### src/rtl/core/cascaded_position_speed_pi_control_unit_assert.svh
// Assertion macros for the cascaded position / speed PI control unit.
// Expects the including module to have the clock i_clk and the reset i_rst_n.
`ifndef CASCADED_POSITION_SPEED_PI_CONTROL_UNIT_ASSERT_SVH
`define CASCADED_POSITION_SPEED_PI_CONTROL_UNIT_ASSERT_SVH

// Consequent must hold in the same cycle as the antecedent.
`define CPSPC_ASSERT_NOW(label, ante, cons, msg) \
    label: assert property (@(posedge i_clk) disable iff (!i_rst_n) (ante) |-> (cons)) \
        else $error(msg);

// Consequent must hold in the cycle after the antecedent.
`define CPSPC_ASSERT_NEXT(label, ante, cons, msg) \
    label: assert property (@(posedge i_clk) disable iff (!i_rst_n) (ante) |=> (cons)) \
        else $error(msg);

`endif

### src/rtl/core/cpspc_pkg.sv
// Package for the cascaded position / speed PI control unit.
// Holds widths, fixed-point constants, codes, the sequencer states and helpers.
// No dependencies.
`default_nettype none

package cpspc_pkg;

    // Fixed-point setup.
    localparam int GAIN_FRAC_BITS   = 12;
    localparam int INTEGRATOR_WIDTH = 24;

    // Field widths.
    localparam int MODE_W      = 2;
    localparam int GAIN_W      = 16;
    localparam int LIMIT_W     = 9;
    localparam int DUTY_W      = 8;
    localparam int SPEED_W     = 10;
    localparam int POS_W       = 32;
    localparam int DRIVE_W     = 8;
    localparam int ERR_W       = SPEED_W + 1;
    localparam int CFG_INDEX_W = 3;
    localparam int CFG_DATA_W  = 16;

    // Shared multiplier: unsigned gain (one zero bit added) times a signed operand.
    localparam int MUL_A_W = GAIN_W + 1;
    localparam int MUL_B_W = POS_W;
    localparam int PROD_W  = MUL_A_W + MUL_B_W;
    localparam int SETP_W  = PROD_W - GAIN_FRAC_BITS;
    localparam int SUM_W   = PROD_W + 1;

    localparam logic signed [PROD_W-1:0] ROUND_HALF = PROD_W'(2 ** (GAIN_FRAC_BITS - 1));
    localparam logic signed [SUM_W-1:0]  U_TOP = SUM_W'(127 * (2 ** GAIN_FRAC_BITS));
    localparam logic signed [SUM_W-1:0]  U_BOT = SUM_W'(-128 * (2 ** GAIN_FRAC_BITS));

    localparam logic signed [DRIVE_W-1:0] DRIVE_MAX = 8'h7F;
    localparam logic signed [DRIVE_W-1:0] DRIVE_MIN = 8'h80;

    // Register reset values.
    localparam logic [GAIN_W-1:0]  RST_POS_GAIN    = 16'd1229;
    localparam logic [GAIN_W-1:0]  RST_SPEED_GAIN  = 16'd4915;
    localparam logic [GAIN_W-1:0]  RST_INT_GAIN    = 16'd74;
    localparam logic [LIMIT_W-1:0] RST_SPEED_LIMIT = 9'd511;
    localparam logic [DUTY_W-1:0]  RST_MANUAL_LOW  = 8'd0;
    localparam logic [DUTY_W-1:0]  RST_MANUAL_HIGH = 8'd255;

    typedef enum logic [MODE_W-1:0] {
        MODE_POSITION = 2'd0,
        MODE_SPEED    = 2'd1,
        MODE_MANUAL   = 2'd2,
        MODE_HOLD     = 2'd3
    } t_mode;

    typedef enum logic [CFG_INDEX_W-1:0] {
        CFG_MODE          = 3'd0,
        CFG_POSITION_GAIN = 3'd1,
        CFG_SPEED_GAIN    = 3'd2,
        CFG_INTEGRAL_GAIN = 3'd3,
        CFG_SPEED_LIMIT   = 3'd4,
        CFG_MANUAL_LOW    = 3'd5,
        CFG_MANUAL_HIGH   = 3'd6
    } t_cfg_index;

    typedef enum logic [3:0] {
        S_IDLE,
        S_PERR,
        S_PMUL,
        S_PROUND,
        S_CMD,
        S_ERR,
        S_IMUL,
        S_IACC,
        S_SMUL,
        S_DRIVE,
        S_FIN
    } t_state;

    typedef enum logic [1:0] {
        MUL_POS,
        MUL_INT,
        MUL_SPEED
    } t_mul_src;

    // Saturates a wide sum to the signed integrator range.
    function automatic logic signed [INTEGRATOR_WIDTH-1:0] sat_integ(
        input logic signed [SUM_W-1:0] x
    );
        logic signed [SUM_W-1:0] hi;
        logic signed [SUM_W-1:0] lo;
        logic signed [INTEGRATOR_WIDTH-1:0] r;
        hi = {{(SUM_W - INTEGRATOR_WIDTH + 1){1'b0}}, {(INTEGRATOR_WIDTH - 1){1'b1}}};
        lo = ~hi;
        if (x > hi) begin
            r = hi[INTEGRATOR_WIDTH-1:0];
        end else if (x < lo) begin
            r = lo[INTEGRATOR_WIDTH-1:0];
        end else begin
            r = x[INTEGRATOR_WIDTH-1:0];
        end
        return r;
    endfunction

    localparam logic signed [INTEGRATOR_WIDTH-1:0] INTEG_TOP = sat_integ(U_TOP);
    localparam logic signed [INTEGRATOR_WIDTH-1:0] INTEG_BOT = sat_integ(U_BOT);

endpackage

`default_nettype wire

### src/rtl/core/cascaded_position_speed_pi_control_unit.sv
// Cascaded position / speed PI control unit: top level with sequencer and datapath.
// Depends on cpspc_pkg and cascaded_position_speed_pi_control_unit_assert.svh.
`default_nettype none

// One control sample per input word, one result word per sample. A small sequencer drives
// a single shared 17x32 signed multiplier, which is used for the position P term, the
// integral term and the speed P term in turn; that multiplier and the steps around it set
// the pace. Position mode runs position error, P product, rounding, speed command, speed
// error, I product, I sum, speed product, drive and finish; speed mode starts at speed
// command, manual and hold go to finish. The input is not ready while a sample is in work.
// The result sits in an output register, so a new sample may start while the previous
// result waits; the sequencer only stalls at its last step if that register is still full.
// Configuration writes take effect at once and are meant for times when the unit is idle.
`include "cascaded_position_speed_pi_control_unit_assert.svh"

module cascaded_position_speed_pi_control_unit (
    input  wire logic                                     i_clk,
    input  wire logic                                     i_rst_n,
    // Configuration write port
    input  wire logic                                     i_cfg_we,
    input  wire logic [cpspc_pkg::CFG_INDEX_W-1:0]        i_cfg_index,
    input  wire logic [cpspc_pkg::CFG_DATA_W-1:0]         i_cfg_data,
    // Input channel
    input  wire logic                                     i_valid,
    output logic                                          o_ready,
    input  wire logic signed [cpspc_pkg::SPEED_W-1:0]     i_measured_speed,
    input  wire logic signed [cpspc_pkg::POS_W-1:0]       i_position_now,
    input  wire logic signed [cpspc_pkg::POS_W-1:0]       i_position_target,
    input  wire logic signed [cpspc_pkg::SPEED_W-1:0]     i_speed_target,
    input  wire logic [cpspc_pkg::DUTY_W-1:0]             i_manual_duty,
    // Output channel
    output logic                                          o_valid,
    input  wire logic                                     i_ready,
    output logic [cpspc_pkg::DUTY_W-1:0]                  o_pwm_duty,
    output logic signed [cpspc_pkg::DRIVE_W-1:0]          o_drive_value,
    output logic signed [cpspc_pkg::SPEED_W-1:0]          o_speed_command,
    output logic signed [cpspc_pkg::ERR_W-1:0]            o_speed_error,
    output logic signed [cpspc_pkg::POS_W-1:0]            o_position_error
);

    // Configuration registers
    cpspc_pkg::t_mode                     r_mode;
    logic [cpspc_pkg::GAIN_W-1:0]         r_pos_gain;
    logic [cpspc_pkg::GAIN_W-1:0]         r_speed_gain;
    logic [cpspc_pkg::GAIN_W-1:0]         r_int_gain;
    logic [cpspc_pkg::LIMIT_W-1:0]        r_speed_limit;
    logic [cpspc_pkg::DUTY_W-1:0]         r_manual_low;
    logic [cpspc_pkg::DUTY_W-1:0]         r_manual_high;

    // Sequencer
    cpspc_pkg::t_state                    r_state;
    cpspc_pkg::t_state                    n_state;

    // Captured input word
    logic signed [cpspc_pkg::SPEED_W-1:0] r_meas;
    logic signed [cpspc_pkg::POS_W-1:0]   r_pnow;
    logic signed [cpspc_pkg::POS_W-1:0]   r_ptgt;
    logic [cpspc_pkg::DUTY_W-1:0]         r_mduty;

    // Datapath registers
    logic signed [cpspc_pkg::POS_W-1:0]            r_perr;
    logic signed [cpspc_pkg::PROD_W-1:0]           r_prod;
    logic signed [cpspc_pkg::SETP_W-1:0]           r_setp;
    logic signed [cpspc_pkg::SPEED_W-1:0]          r_cmd;
    logic signed [cpspc_pkg::ERR_W-1:0]            r_err;
    logic signed [cpspc_pkg::INTEGRATOR_WIDTH-1:0] r_integ;
    logic signed [cpspc_pkg::DRIVE_W-1:0]          r_last_drive;

    // Output register
    logic                                 r_out_valid;
    logic [cpspc_pkg::DUTY_W-1:0]         r_pwm;
    logic signed [cpspc_pkg::DRIVE_W-1:0] r_drive;
    logic signed [cpspc_pkg::SPEED_W-1:0] r_cmd_out;
    logic signed [cpspc_pkg::ERR_W-1:0]   r_err_out;
    logic signed [cpspc_pkg::POS_W-1:0]   r_perr_out;

    // Sequencer controls
    logic                  c_ready;
    logic                  c_load_perr;
    logic                  c_mul_en;
    cpspc_pkg::t_mul_src   c_mul_src;
    logic                  c_round;
    logic                  c_load_cmd;
    logic                  c_load_err;
    logic                  c_integ_acc;
    logic                  c_drive_step;
    logic                  c_fin;

    logic                  in_take;
    logic                  out_free;

    // Combinational datapath values
    logic signed [cpspc_pkg::POS_W:0]              perr_diff;
    logic signed [cpspc_pkg::POS_W-1:0]            n_perr;
    logic signed [cpspc_pkg::MUL_A_W-1:0]          mul_a;
    logic signed [cpspc_pkg::MUL_B_W-1:0]          mul_b;
    logic signed [cpspc_pkg::PROD_W-1:0]           mul_p;
    logic signed [cpspc_pkg::PROD_W-1:0]           rnd_sum;
    logic signed [cpspc_pkg::PROD_W-1:0]           rnd_shift;
    logic signed [cpspc_pkg::SETP_W-1:0]           lim_pos;
    logic signed [cpspc_pkg::SETP_W-1:0]           lim_neg;
    logic signed [cpspc_pkg::SPEED_W-1:0]          n_cmd;
    logic signed [cpspc_pkg::SUM_W-1:0]            integ_sum;
    logic signed [cpspc_pkg::SUM_W-1:0]            u_sum;
    logic signed [cpspc_pkg::SUM_W-1:0]            u_shift;
    logic [cpspc_pkg::DUTY_W-1:0]                  duty_raised;
    logic [cpspc_pkg::DUTY_W-1:0]                  duty_manual;
    logic                                          mode_ctrl;

    assign in_take   = i_valid && c_ready;
    assign out_free  = !r_out_valid || i_ready;
    assign mode_ctrl = (r_mode == cpspc_pkg::MODE_POSITION) || (r_mode == cpspc_pkg::MODE_SPEED);

    // Next state
    always_comb begin
        n_state = r_state;
        case (r_state)
            cpspc_pkg::S_IDLE: begin
                if (in_take) begin
                    case (r_mode)
                        cpspc_pkg::MODE_POSITION: n_state = cpspc_pkg::S_PERR;
                        cpspc_pkg::MODE_SPEED:    n_state = cpspc_pkg::S_CMD;
                        default:                  n_state = cpspc_pkg::S_FIN;
                    endcase
                end
            end
            cpspc_pkg::S_PERR:   n_state = cpspc_pkg::S_PMUL;
            cpspc_pkg::S_PMUL:   n_state = cpspc_pkg::S_PROUND;
            cpspc_pkg::S_PROUND: n_state = cpspc_pkg::S_CMD;
            cpspc_pkg::S_CMD:    n_state = cpspc_pkg::S_ERR;
            cpspc_pkg::S_ERR:    n_state = cpspc_pkg::S_IMUL;
            cpspc_pkg::S_IMUL:   n_state = cpspc_pkg::S_IACC;
            cpspc_pkg::S_IACC:   n_state = cpspc_pkg::S_SMUL;
            cpspc_pkg::S_SMUL:   n_state = cpspc_pkg::S_DRIVE;
            cpspc_pkg::S_DRIVE:  n_state = cpspc_pkg::S_FIN;
            cpspc_pkg::S_FIN: begin
                if (out_free) begin
                    n_state = cpspc_pkg::S_IDLE;
                end
            end
            default:             n_state = cpspc_pkg::S_IDLE;
        endcase
    end

    // Sequencer outputs
    always_comb begin
        c_ready      = 1'b0;
        c_load_perr  = 1'b0;
        c_mul_en     = 1'b0;
        c_mul_src    = cpspc_pkg::MUL_POS;
        c_round      = 1'b0;
        c_load_cmd   = 1'b0;
        c_load_err   = 1'b0;
        c_integ_acc  = 1'b0;
        c_drive_step = 1'b0;
        c_fin        = 1'b0;
        case (r_state)
            cpspc_pkg::S_IDLE:   c_ready = 1'b1;
            cpspc_pkg::S_PERR:   c_load_perr = 1'b1;
            cpspc_pkg::S_PMUL: begin
                c_mul_en  = 1'b1;
                c_mul_src = cpspc_pkg::MUL_POS;
            end
            cpspc_pkg::S_PROUND: c_round = 1'b1;
            cpspc_pkg::S_CMD:    c_load_cmd = 1'b1;
            cpspc_pkg::S_ERR:    c_load_err = 1'b1;
            cpspc_pkg::S_IMUL: begin
                c_mul_en  = 1'b1;
                c_mul_src = cpspc_pkg::MUL_INT;
            end
            cpspc_pkg::S_IACC:   c_integ_acc = 1'b1;
            cpspc_pkg::S_SMUL: begin
                c_mul_en  = 1'b1;
                c_mul_src = cpspc_pkg::MUL_SPEED;
            end
            cpspc_pkg::S_DRIVE:  c_drive_step = 1'b1;
            cpspc_pkg::S_FIN:    c_fin = out_free;
            default:             c_ready = 1'b0;
        endcase
    end

    assign o_ready = c_ready;

    // Position error, saturated to 32 bits when the difference overflows.
    assign perr_diff = {r_ptgt[cpspc_pkg::POS_W-1], r_ptgt} - {r_pnow[cpspc_pkg::POS_W-1], r_pnow};
    always_comb begin
        if (perr_diff[cpspc_pkg::POS_W] != perr_diff[cpspc_pkg::POS_W-1]) begin
            n_perr = perr_diff[cpspc_pkg::POS_W] ?
                     {1'b1, {(cpspc_pkg::POS_W - 1){1'b0}}} :
                     {1'b0, {(cpspc_pkg::POS_W - 1){1'b1}}};
        end else begin
            n_perr = perr_diff[cpspc_pkg::POS_W-1:0];
        end
    end

    // Shared multiplier operands.
    always_comb begin
        case (c_mul_src)
            cpspc_pkg::MUL_POS: begin
                mul_a = {1'b0, r_pos_gain};
                mul_b = r_perr;
            end
            cpspc_pkg::MUL_INT: begin
                mul_a = {1'b0, r_int_gain};
                mul_b = cpspc_pkg::MUL_B_W'(r_err);
            end
            cpspc_pkg::MUL_SPEED: begin
                mul_a = {1'b0, r_speed_gain};
                mul_b = cpspc_pkg::MUL_B_W'(r_err);
            end
            default: begin
                mul_a = '0;
                mul_b = '0;
            end
        endcase
    end

    assign mul_p = mul_a * mul_b;

    // Round to nearest, ties up, then drop the fraction bits.
    assign rnd_sum   = r_prod + cpspc_pkg::ROUND_HALF;
    assign rnd_shift = rnd_sum >>> cpspc_pkg::GAIN_FRAC_BITS;

    // Speed setpoint clamp to the symmetric limit.
    assign lim_pos = {{(cpspc_pkg::SETP_W - cpspc_pkg::LIMIT_W){1'b0}}, r_speed_limit};
    assign lim_neg = -lim_pos;
    always_comb begin
        if (r_setp > lim_pos) begin
            n_cmd = lim_pos[cpspc_pkg::SPEED_W-1:0];
        end else if (r_setp < lim_neg) begin
            n_cmd = lim_neg[cpspc_pkg::SPEED_W-1:0];
        end else begin
            n_cmd = r_setp[cpspc_pkg::SPEED_W-1:0];
        end
    end

    assign integ_sum = cpspc_pkg::SUM_W'(r_integ) + cpspc_pkg::SUM_W'(r_prod);
    assign u_sum     = cpspc_pkg::SUM_W'(r_prod) + cpspc_pkg::SUM_W'(r_integ);
    assign u_shift   = u_sum >>> cpspc_pkg::GAIN_FRAC_BITS;

    // Manual duty: raise to the low limit first, then the high limit wins.
    assign duty_raised = (r_mduty < r_manual_low) ? r_manual_low : r_mduty;
    assign duty_manual = (duty_raised > r_manual_high) ? r_manual_high : duty_raised;

    // Control state and configuration registers
    always_ff @(posedge i_clk) begin
        if (!i_rst_n) begin
            r_state       <= cpspc_pkg::S_IDLE;
            r_mode        <= cpspc_pkg::MODE_SPEED;
            r_pos_gain    <= cpspc_pkg::RST_POS_GAIN;
            r_speed_gain  <= cpspc_pkg::RST_SPEED_GAIN;
            r_int_gain    <= cpspc_pkg::RST_INT_GAIN;
            r_speed_limit <= cpspc_pkg::RST_SPEED_LIMIT;
            r_manual_low  <= cpspc_pkg::RST_MANUAL_LOW;
            r_manual_high <= cpspc_pkg::RST_MANUAL_HIGH;
            r_integ       <= '0;
            r_last_drive  <= '0;
            r_out_valid   <= 1'b0;
        end else begin
            r_state <= n_state;
            if (i_cfg_we) begin
                case (cpspc_pkg::t_cfg_index'(i_cfg_index))
                    cpspc_pkg::CFG_MODE:
                        r_mode <= cpspc_pkg::t_mode'(i_cfg_data[cpspc_pkg::MODE_W-1:0]);
                    cpspc_pkg::CFG_POSITION_GAIN: r_pos_gain <= i_cfg_data;
                    cpspc_pkg::CFG_SPEED_GAIN:    r_speed_gain <= i_cfg_data;
                    cpspc_pkg::CFG_INTEGRAL_GAIN: r_int_gain <= i_cfg_data;
                    cpspc_pkg::CFG_SPEED_LIMIT:
                        r_speed_limit <= i_cfg_data[cpspc_pkg::LIMIT_W-1:0];
                    cpspc_pkg::CFG_MANUAL_LOW:
                        r_manual_low <= i_cfg_data[cpspc_pkg::DUTY_W-1:0];
                    cpspc_pkg::CFG_MANUAL_HIGH:
                        r_manual_high <= i_cfg_data[cpspc_pkg::DUTY_W-1:0];
                    default: ;
                endcase
            end
            if (c_integ_acc) begin
                r_integ <= cpspc_pkg::sat_integ(integ_sum);
            end
            // Anti-windup: when the output clamps, the integrator is pinned to the clamp.
            if (c_drive_step) begin
                if (u_sum > cpspc_pkg::U_TOP) begin
                    r_last_drive <= cpspc_pkg::DRIVE_MAX;
                    r_integ      <= cpspc_pkg::INTEG_TOP;
                end else if (u_sum < cpspc_pkg::U_BOT) begin
                    r_last_drive <= cpspc_pkg::DRIVE_MIN;
                    r_integ      <= cpspc_pkg::INTEG_BOT;
                end else begin
                    r_last_drive <= u_shift[cpspc_pkg::DRIVE_W-1:0];
                end
            end
            if (c_fin) begin
                r_out_valid <= 1'b1;
            end else if (i_ready) begin
                r_out_valid <= 1'b0;
            end
        end
    end

    // Payload registers
    always_ff @(posedge i_clk) begin
        if (in_take) begin
            r_meas  <= i_measured_speed;
            r_pnow  <= i_position_now;
            r_ptgt  <= i_position_target;
            r_mduty <= i_manual_duty;
            r_setp  <= cpspc_pkg::SETP_W'(i_speed_target);
        end else if (c_round) begin
            r_setp <= rnd_shift[cpspc_pkg::SETP_W-1:0];
        end
        if (c_load_perr) begin
            r_perr <= n_perr;
        end
        if (c_mul_en) begin
            r_prod <= mul_p;
        end
        if (c_load_cmd) begin
            r_cmd <= n_cmd;
        end
        if (c_load_err) begin
            r_err <= cpspc_pkg::ERR_W'(r_cmd) - cpspc_pkg::ERR_W'(r_meas);
        end
        if (c_fin) begin
            r_drive <= r_last_drive;
            // Outside manual mode the duty is the drive value offset by 128, i.e. its sign bit inverted.
            r_pwm   <= (r_mode == cpspc_pkg::MODE_MANUAL) ? duty_manual :
                       {~r_last_drive[cpspc_pkg::DRIVE_W-1], r_last_drive[cpspc_pkg::DRIVE_W-2:0]};
            r_cmd_out  <= mode_ctrl ? r_cmd : '0;
            r_err_out  <= mode_ctrl ? r_err : '0;
            r_perr_out <= (r_mode == cpspc_pkg::MODE_POSITION) ? r_perr : '0;
        end
    end

    assign o_valid          = r_out_valid;
    assign o_pwm_duty       = r_pwm;
    assign o_drive_value    = r_drive;
    assign o_speed_command  = r_cmd_out;
    assign o_speed_error    = r_err_out;
    assign o_position_error = r_perr_out;

    // Checks
    `CPSPC_ASSERT_NEXT(a_busy_after_accept, i_valid && o_ready, !o_ready, "ready after accept")
    `CPSPC_ASSERT_NOW(a_manual_holds_integ,
        (r_state == cpspc_pkg::S_FIN) && (r_mode == cpspc_pkg::MODE_MANUAL),
        $stable(r_integ), "integrator moved in manual mode")
    `CPSPC_ASSERT_NOW(a_manual_duty_bounds,
        r_out_valid && (r_mode == cpspc_pkg::MODE_MANUAL) && (r_manual_low <= r_manual_high),
        (o_pwm_duty >= r_manual_low) && (o_pwm_duty <= r_manual_high),
        "manual duty outside limits")

endmodule

`default_nettype wire
### config.mk
export PLATFORM = sky130hd
export DESIGN_NAME = cascaded_position_speed_pi_control_unit
export DESIGN_NICKNAME = d
export VERILOG_FILES = /design/src/rtl/core/cpspc_pkg.sv /design/src/rtl/core/cascaded_position_speed_pi_control_unit.sv
export VERILOG_INCLUDE_DIRS = /design/src /design/src/rtl/core
export SDC_FILE = /design/constraint.sdc
export NUM_CORES = 2
export LEC_CHECK = 0
export BUFFER_PORTS_ARGS = -buffer_cell sky130_fd_sc_hd__clkbuf_2
export CAP_MARGIN = 20
export CORE_MARGIN = 1.5
export CORE_UTILIZATION = 64
export DETAILED_ROUTE_END_ITERATION = 10
export GPL_TIMING_DRIVEN = 0
export MAX_ROUTING_LAYER = met4
export PLACE_DENSITY = 0.88
export SYNTH_ARGS = -nofsm -noshare
export SYNTH_HDL_FRONTEND = slang
export SYNTH_SLANG_ARGS = --single-unit
### constraint.sdc
create_clock -name i_clk -period 11.95 [get_ports i_clk]
set_clock_uncertainty 0.05 [all_clocks]
set_input_delay 0.5975 -clock i_clk [delete_from_list [all_inputs] [get_ports i_clk]]
set_output_delay 0.5975 -clock i_clk [all_outputs]
set_load 0.01 [all_outputs]
==> Word level (Yosys, flattened, before mapping) <==
Index checks and enable logic that the tools add are counted.
W data, S select, Z words.
{ "totals": {"regBits": 402, "input_bits": 116, "out_inout_bits": 71, "elab_cells": 119} }
{ "classes": {"addsub": 5, "n_mul": 1, "n_lt_le_gt_ge": 8, "n_eq_ne": 23, "muxes": 35, "n_bitwise": 1, "n_reduce_logical": 20} }
{ "ops": {"columns": ["operator", "n"], "rows": [
  ["$mux W24", 6],
  ["$mux W37", 2],
  ["$mux W32", 2],
  ["$pmux W32 S2", 1],
  ["$add A49 B24 Y50", 1],
  ["$gt A50 B20 Y1 const B", 1],
  ["$gt A50 B24 Y1 const B", 1],
  ["$lt A50 B20 Y1 const B", 1],
  ["$lt A50 B24 Y1 const B", 1],
  ["$add A49 B13 Y49 const B", 1],
  ["$mul A17 B32 Y49", 1],
  ["$pmux W16 S3", 1],
  ["$pmux W4 S11", 1],
  ["$mux W8", 5],
  ["$gt A37 B10 Y1", 1],
  ["$lt A37 B37 Y1", 1],
  ["$neg A9 Y37", 1],
  ["$sub A32 B32 Y33", 1],
  ["$eq A4 B3 Y1 const B", 4],
  ["$reduce_and A2 Y1", 8],
  ["$eq A4 B4 Y1 const B", 3],
  ["$mux W1", 11],
  ["$sub A10 B10 Y11", 1],
  ["$mux W10", 1],
  ["other kinds (25)", 36]
]} }

==> Logic depth before layout (Yosys ltp) <==
{ "depth": {"ltp_word": 8, "mapped_depth": 36, "mapped_depth_nobuf": 31} }

==> Worst setup path after synthesis <==
No wires, ideal clock.
{ "synth_timing": {"kind": "reg-to-reg", "startpoint": "reg r_state[3]", "endpoint": "reg r_prod[45] in the netlist's numbering (data pin)", "setup_ns": 0.162, "t_arrival_ns": 8.783, "required_time_ns": 11.738, "path_slack_ns": 2.955, "path_stages_with_launch": 34, "path_buffers": 4, "period_less_slack_ns": 8.995, "path_cell_list": "dfxtp_1 -> clkbuf_1 -> inv_1 -> or3_1 -> inv_1 -> ha_1 -> clkbuf_1 -> nand2_1 -> nand2_1 -> clkbuf_1 -> buf_1 -> nand2_1 -> fa_1 -> inv_1 -> fa_1 -> fa_1 -> inv_1 -> fa_1 -> fa_1 -> fa_1 -> inv_1 -> ha_1 -> a21oi_1 -> o21ai_0 -> a21oi_1 -> a2bb2oi_1 -> o311ai_0 -> o41ai_2 -> o21ai_0 -> or4_1 -> o2111ai_1 -> nand2b_1 -> a2111o_1 -> o2111ai_1"} }
{ "synth_between": {"elab_chain_len": 6, "word_cells_on_any_way": 10, "cone_classes": "mul: 1; eq/ne: 4; mux: 3; reduce/logical: 2"} }
{ "synth_lines": {"columns": ["item", "line", "rtl"], "rows": [
  ["start, declared", "cascaded_position_speed_pi_control_unit.sv:51", "cpspc_pkg::t_state r_state;"],
  ["start signal, assigned", "cascaded_position_speed_pi_control_unit.sv:248", "r_state <= cpspc_pkg::S_IDLE;"],
  ["start signal, assigned", "cascaded_position_speed_pi_control_unit.sv:260", "r_state <= n_state;"],
  ["$eq A4 B4 Y1 / $eq A4 B3 Y1 (equally long branches)", "cascaded_position_speed_pi_control_unit.sv:157", "case (r_state)"],
  ["$pmux W2 S2 (*)", "cascaded_position_speed_pi_control_unit.sv:157", null],
  ["$eq A2 B2 Y1 / $eq A2 B1 Y1 (equally long branches)", "cascaded_position_speed_pi_control_unit.sv:198", "case (c_mul_src)"],
  ["$reduce_or A2 Y1 (no source line)", null, null],
  ["$pmux W32 S2", "cascaded_position_speed_pi_control_unit.sv:198", null],
  ["$mul A17 B32 Y49 (*)", "cascaded_position_speed_pi_control_unit.sv:218", "assign mul_p = mul_a * mul_b;"],
  ["net mul_p, one bit", "cascaded_position_speed_pi_control_unit.sv:97", "logic signed [cpspc_pkg::PROD_W-1:0] mul_p;"],
  ["end signal, assigned", "cascaded_position_speed_pi_control_unit.sv:315", "r_prod <= mul_p;"],
  ["end, declared", "cascaded_position_speed_pi_control_unit.sv:62", "logic signed [cpspc_pkg::PROD_W-1:0] r_prod;"]
]} }
The timed path passes the listed nets; every way through them passes the cells marked *.
A chain may end at the register's enable or synchronous reset.

==> Worst setup path after layout <==
{ "layout_timing": {"startpoint": "reg r_state[0]", "endpoint": "reg r_prod[45] in the netlist's numbering (data pin)"} }
The elaborated chain is that of the path after synthesis.

==> qor.txt <==
status -> complete, no violations
Worst-path clk slew -> 70 ps
routed via count -> 33577
max-slew violations -> 0
area grow syn2layout -> 9.18%
DR iter-0 viols -> 3780
antenna violations before repair -> 1
Fin. Hold Viols -> 0
Synth Flop Type -> edfxtp_1
# Post-CTS Setup Buffers -> 0
Worst Setup SP -> r_state[0]
Reg2Reg Setup Slack -> 600 ps
DP Wirelength -> 94500 um
cell area after synthesis -> 40400 um^2
I/O Buffers -> 185
Sink Count -> 402
yosys warns -> 0
total track usage -> 39.1%
min cycle time layout -> 11350 ps
final setup fails -> 0
initial core utilization -> 65.0%
core area -> 62100 um^2
global-route wire length before repair -> 185000 um
leading area contributor after synthesis -> fa_1
Max-Cap Viols -> 0
Mapped Cells -> 4352
DRT antenna net count -> 0
Crit Path Max Fanout -> 10
number of H-tree levels -> 2
Final Cycle Share -> 95.0%
EDFF count, synth -> 290
Setup TNS -> 0 ps
Layout fillers -> 4545
# IOs -> 187
clk_lat worst skew -> 630 ps
Die W -> 254 um
FFs w/ async S/R, synth -> 0%
Yosys reg bits -> 402
Die ar. -> 64600 um^2
Die Ht -> 254 um
row cnt -> 91
Layout Nets -> 5483
fin area -> 44100 um^2
Crit-path slowest cell -> clkbuf_1
Worst-Margin Slew -> 1390 ps
Synth area leaders -> fa_1, edfxtp_1, ha_1, inv_1, dfxtp_1
Startpoint Class -> register
layout cells sized above 1 -> 7.96%
CTS tree -> built
pin count of the biggest net entering global routing -> 65
vias in the first global route -> 34158
drt drc -> 0
Detailed Route WL -> 120000 um
WL/cell -> 21.9 um
Reg2Reg Capture Point -> r_prod[45]
count leader, synth -> inv_1
drt pass-1 iters -> 7
worst endpoint required time -> 12320 ps
Setup crit end kind -> register
DP Area -> 42600 um^2
post-DR vias/cell -> 6.14
mean area per synthesized cell -> 9.27 um^2
Critical Path AT -> 11720 ps
max incr delay on CP -> 750 ps
sequential cell area fraction in the yosys report -> 27.1%
reg2reg start -> r_state[0]
RePlAce Congestion -> 1.04
share of the synthesized area in the top cell type -> 24.4%
Worst Setup EP -> r_prod[45]
post-synth cell types -> 96
syn nets -> 5236
TritonCTS Buffers -> 43
CTS max path bufs -> 3
Fmax -> 88.1 MHz
max_slew headroom -> 7.43%
cell mode on critical path -> fa_1
CP Class -> register to register
grt ovf -> 0
clk root buf -> clkbuf_16
Hold WC Path Type -> input pin to register
RSZ-0062 raised after global routing -> false
Register-to-Register Path Depth -> 30
top cells by count, synth -> inv_1, nand2_1, fa_1
per-layer routing:
metal / wire length, um / GRT usage (%)
met1: 43300 / 46.9
met2: 55400 / 61.6
met3: 13100 / 8.17
met4: 7910 / 22.1
met5: 0 / -
critical path: cells and delay by family (launching register included):
kind	cells	cell delay, ps
compound gates	11	2750
fa+ha+maj	8	3900
buf+inv	5	2250
flops	1	430
simple gates	6	1740
registers in the layout (all words and copies together), names as in the netlist, 9 cells and up:
register,cells
r_ptgt,32
r_meas,10
r_err,11
r_pnow,32
r_pos_gain,16
r_cmd,10
o_speed_error,11
r_integ,24
r_speed_limit,9
r_speed_gain,16
o_position_error,32
r_prod,49
r_perr,32
o_speed_command,10
r_int_gain,16
r_setp,37
worst min path at each step:
stage	slack (ps)	to	cells after the start	startpoint
floorplan	370	o_drive_value[7]	0	r_last_drive[7]
global placement	390	r_pos_gain[8]	2	r_pos_gain[8]
detailed placement	390	o_drive_value[3]	0	r_last_drive[3]
CTS	90	r_meas[4]	1	i_measured_speed[4]
global route	100	r_meas[4]	1	i_measured_speed[4]
finish	90	r_meas[1]	1	i_measured_speed[1]
through the flow:
| stage | hold WS [ps] | setup slack (ps) | instances | utilization [%] |
|---|---|---|---|---|
| 6_report | 94.4 | 602 | 5473 | 71.0 |
| 3_3_place_gp | 392 | 982 | 5374 | 68.2 |
| 5_1_grt | 96.5 | 66.6 | 5472 | 71.0 |
| 3_5_place_dp | 392 | 921 | 5390 | 68.6 |
| 2_1_floorplan | 375 | 2950 | 4352 | - |
| 4_1_cts | 85.4 | 773 | 5470 | 71.0 |
placed cells by master, fill, tap and decap left out, types with 65 or more instances in the layout:
| master | n |
|---|---|
| nand2_1 | 575 |
| clkbuf_1 | 143 |
| fa_1 | 492 |
| nor2_1 | 395 |
| a21oi_1 | 275 |
| xnor2_1 | 97 |
| a21o_1 | 91 |
| dfxtp_1 | 112 |
| edfxtp_1 | 290 |
| o21ai_0 | 111 |
| ha_1 | 276 |
| inv_1 | 679 |
| xor2_1 | 65 |
| nand3_1 | 68 |
| clkbuf_2 | 189 |
cell type report:
cell class                      instances  area (um^2)  area share (%)
Antenna cell                            2         5.00          0.0114
Buffer                                168          683            1.55
Clock buffer                           55         1150            2.61
Clock inverter                         25          318           0.721
Inverter                              684         2570            5.83
Multi-Input combinational cell       3098        26200            59.5
Sequential cell                       402        11000            24.9
Tap cell                              837         1050            2.38
Timing Repair Buffer                  202         1140            2.58
repair_timing:
action | in CTS | in global routing
hold buffers | 0 | 0
resized for setup | 0 | 4
endpoints found under the setup margin | 0 | 1
kinds of logic after synthesis:
group                      count (synthesis)  synth area share, %
and+or+nand+nor                         1385                 15.4
adders and majority gates                773                 33.1
DFF                                      402                 27.1
muxes                                     26                0.670
xor gates and xnor gates                 162                 3.52
AOI/OAI and AO/OA                        752                 12.1
buffers and inverters                    852                 8.05
Power is not shown: default switching activity piles up to over one toggle a cycle in this logic, so the estimate is an artifact.
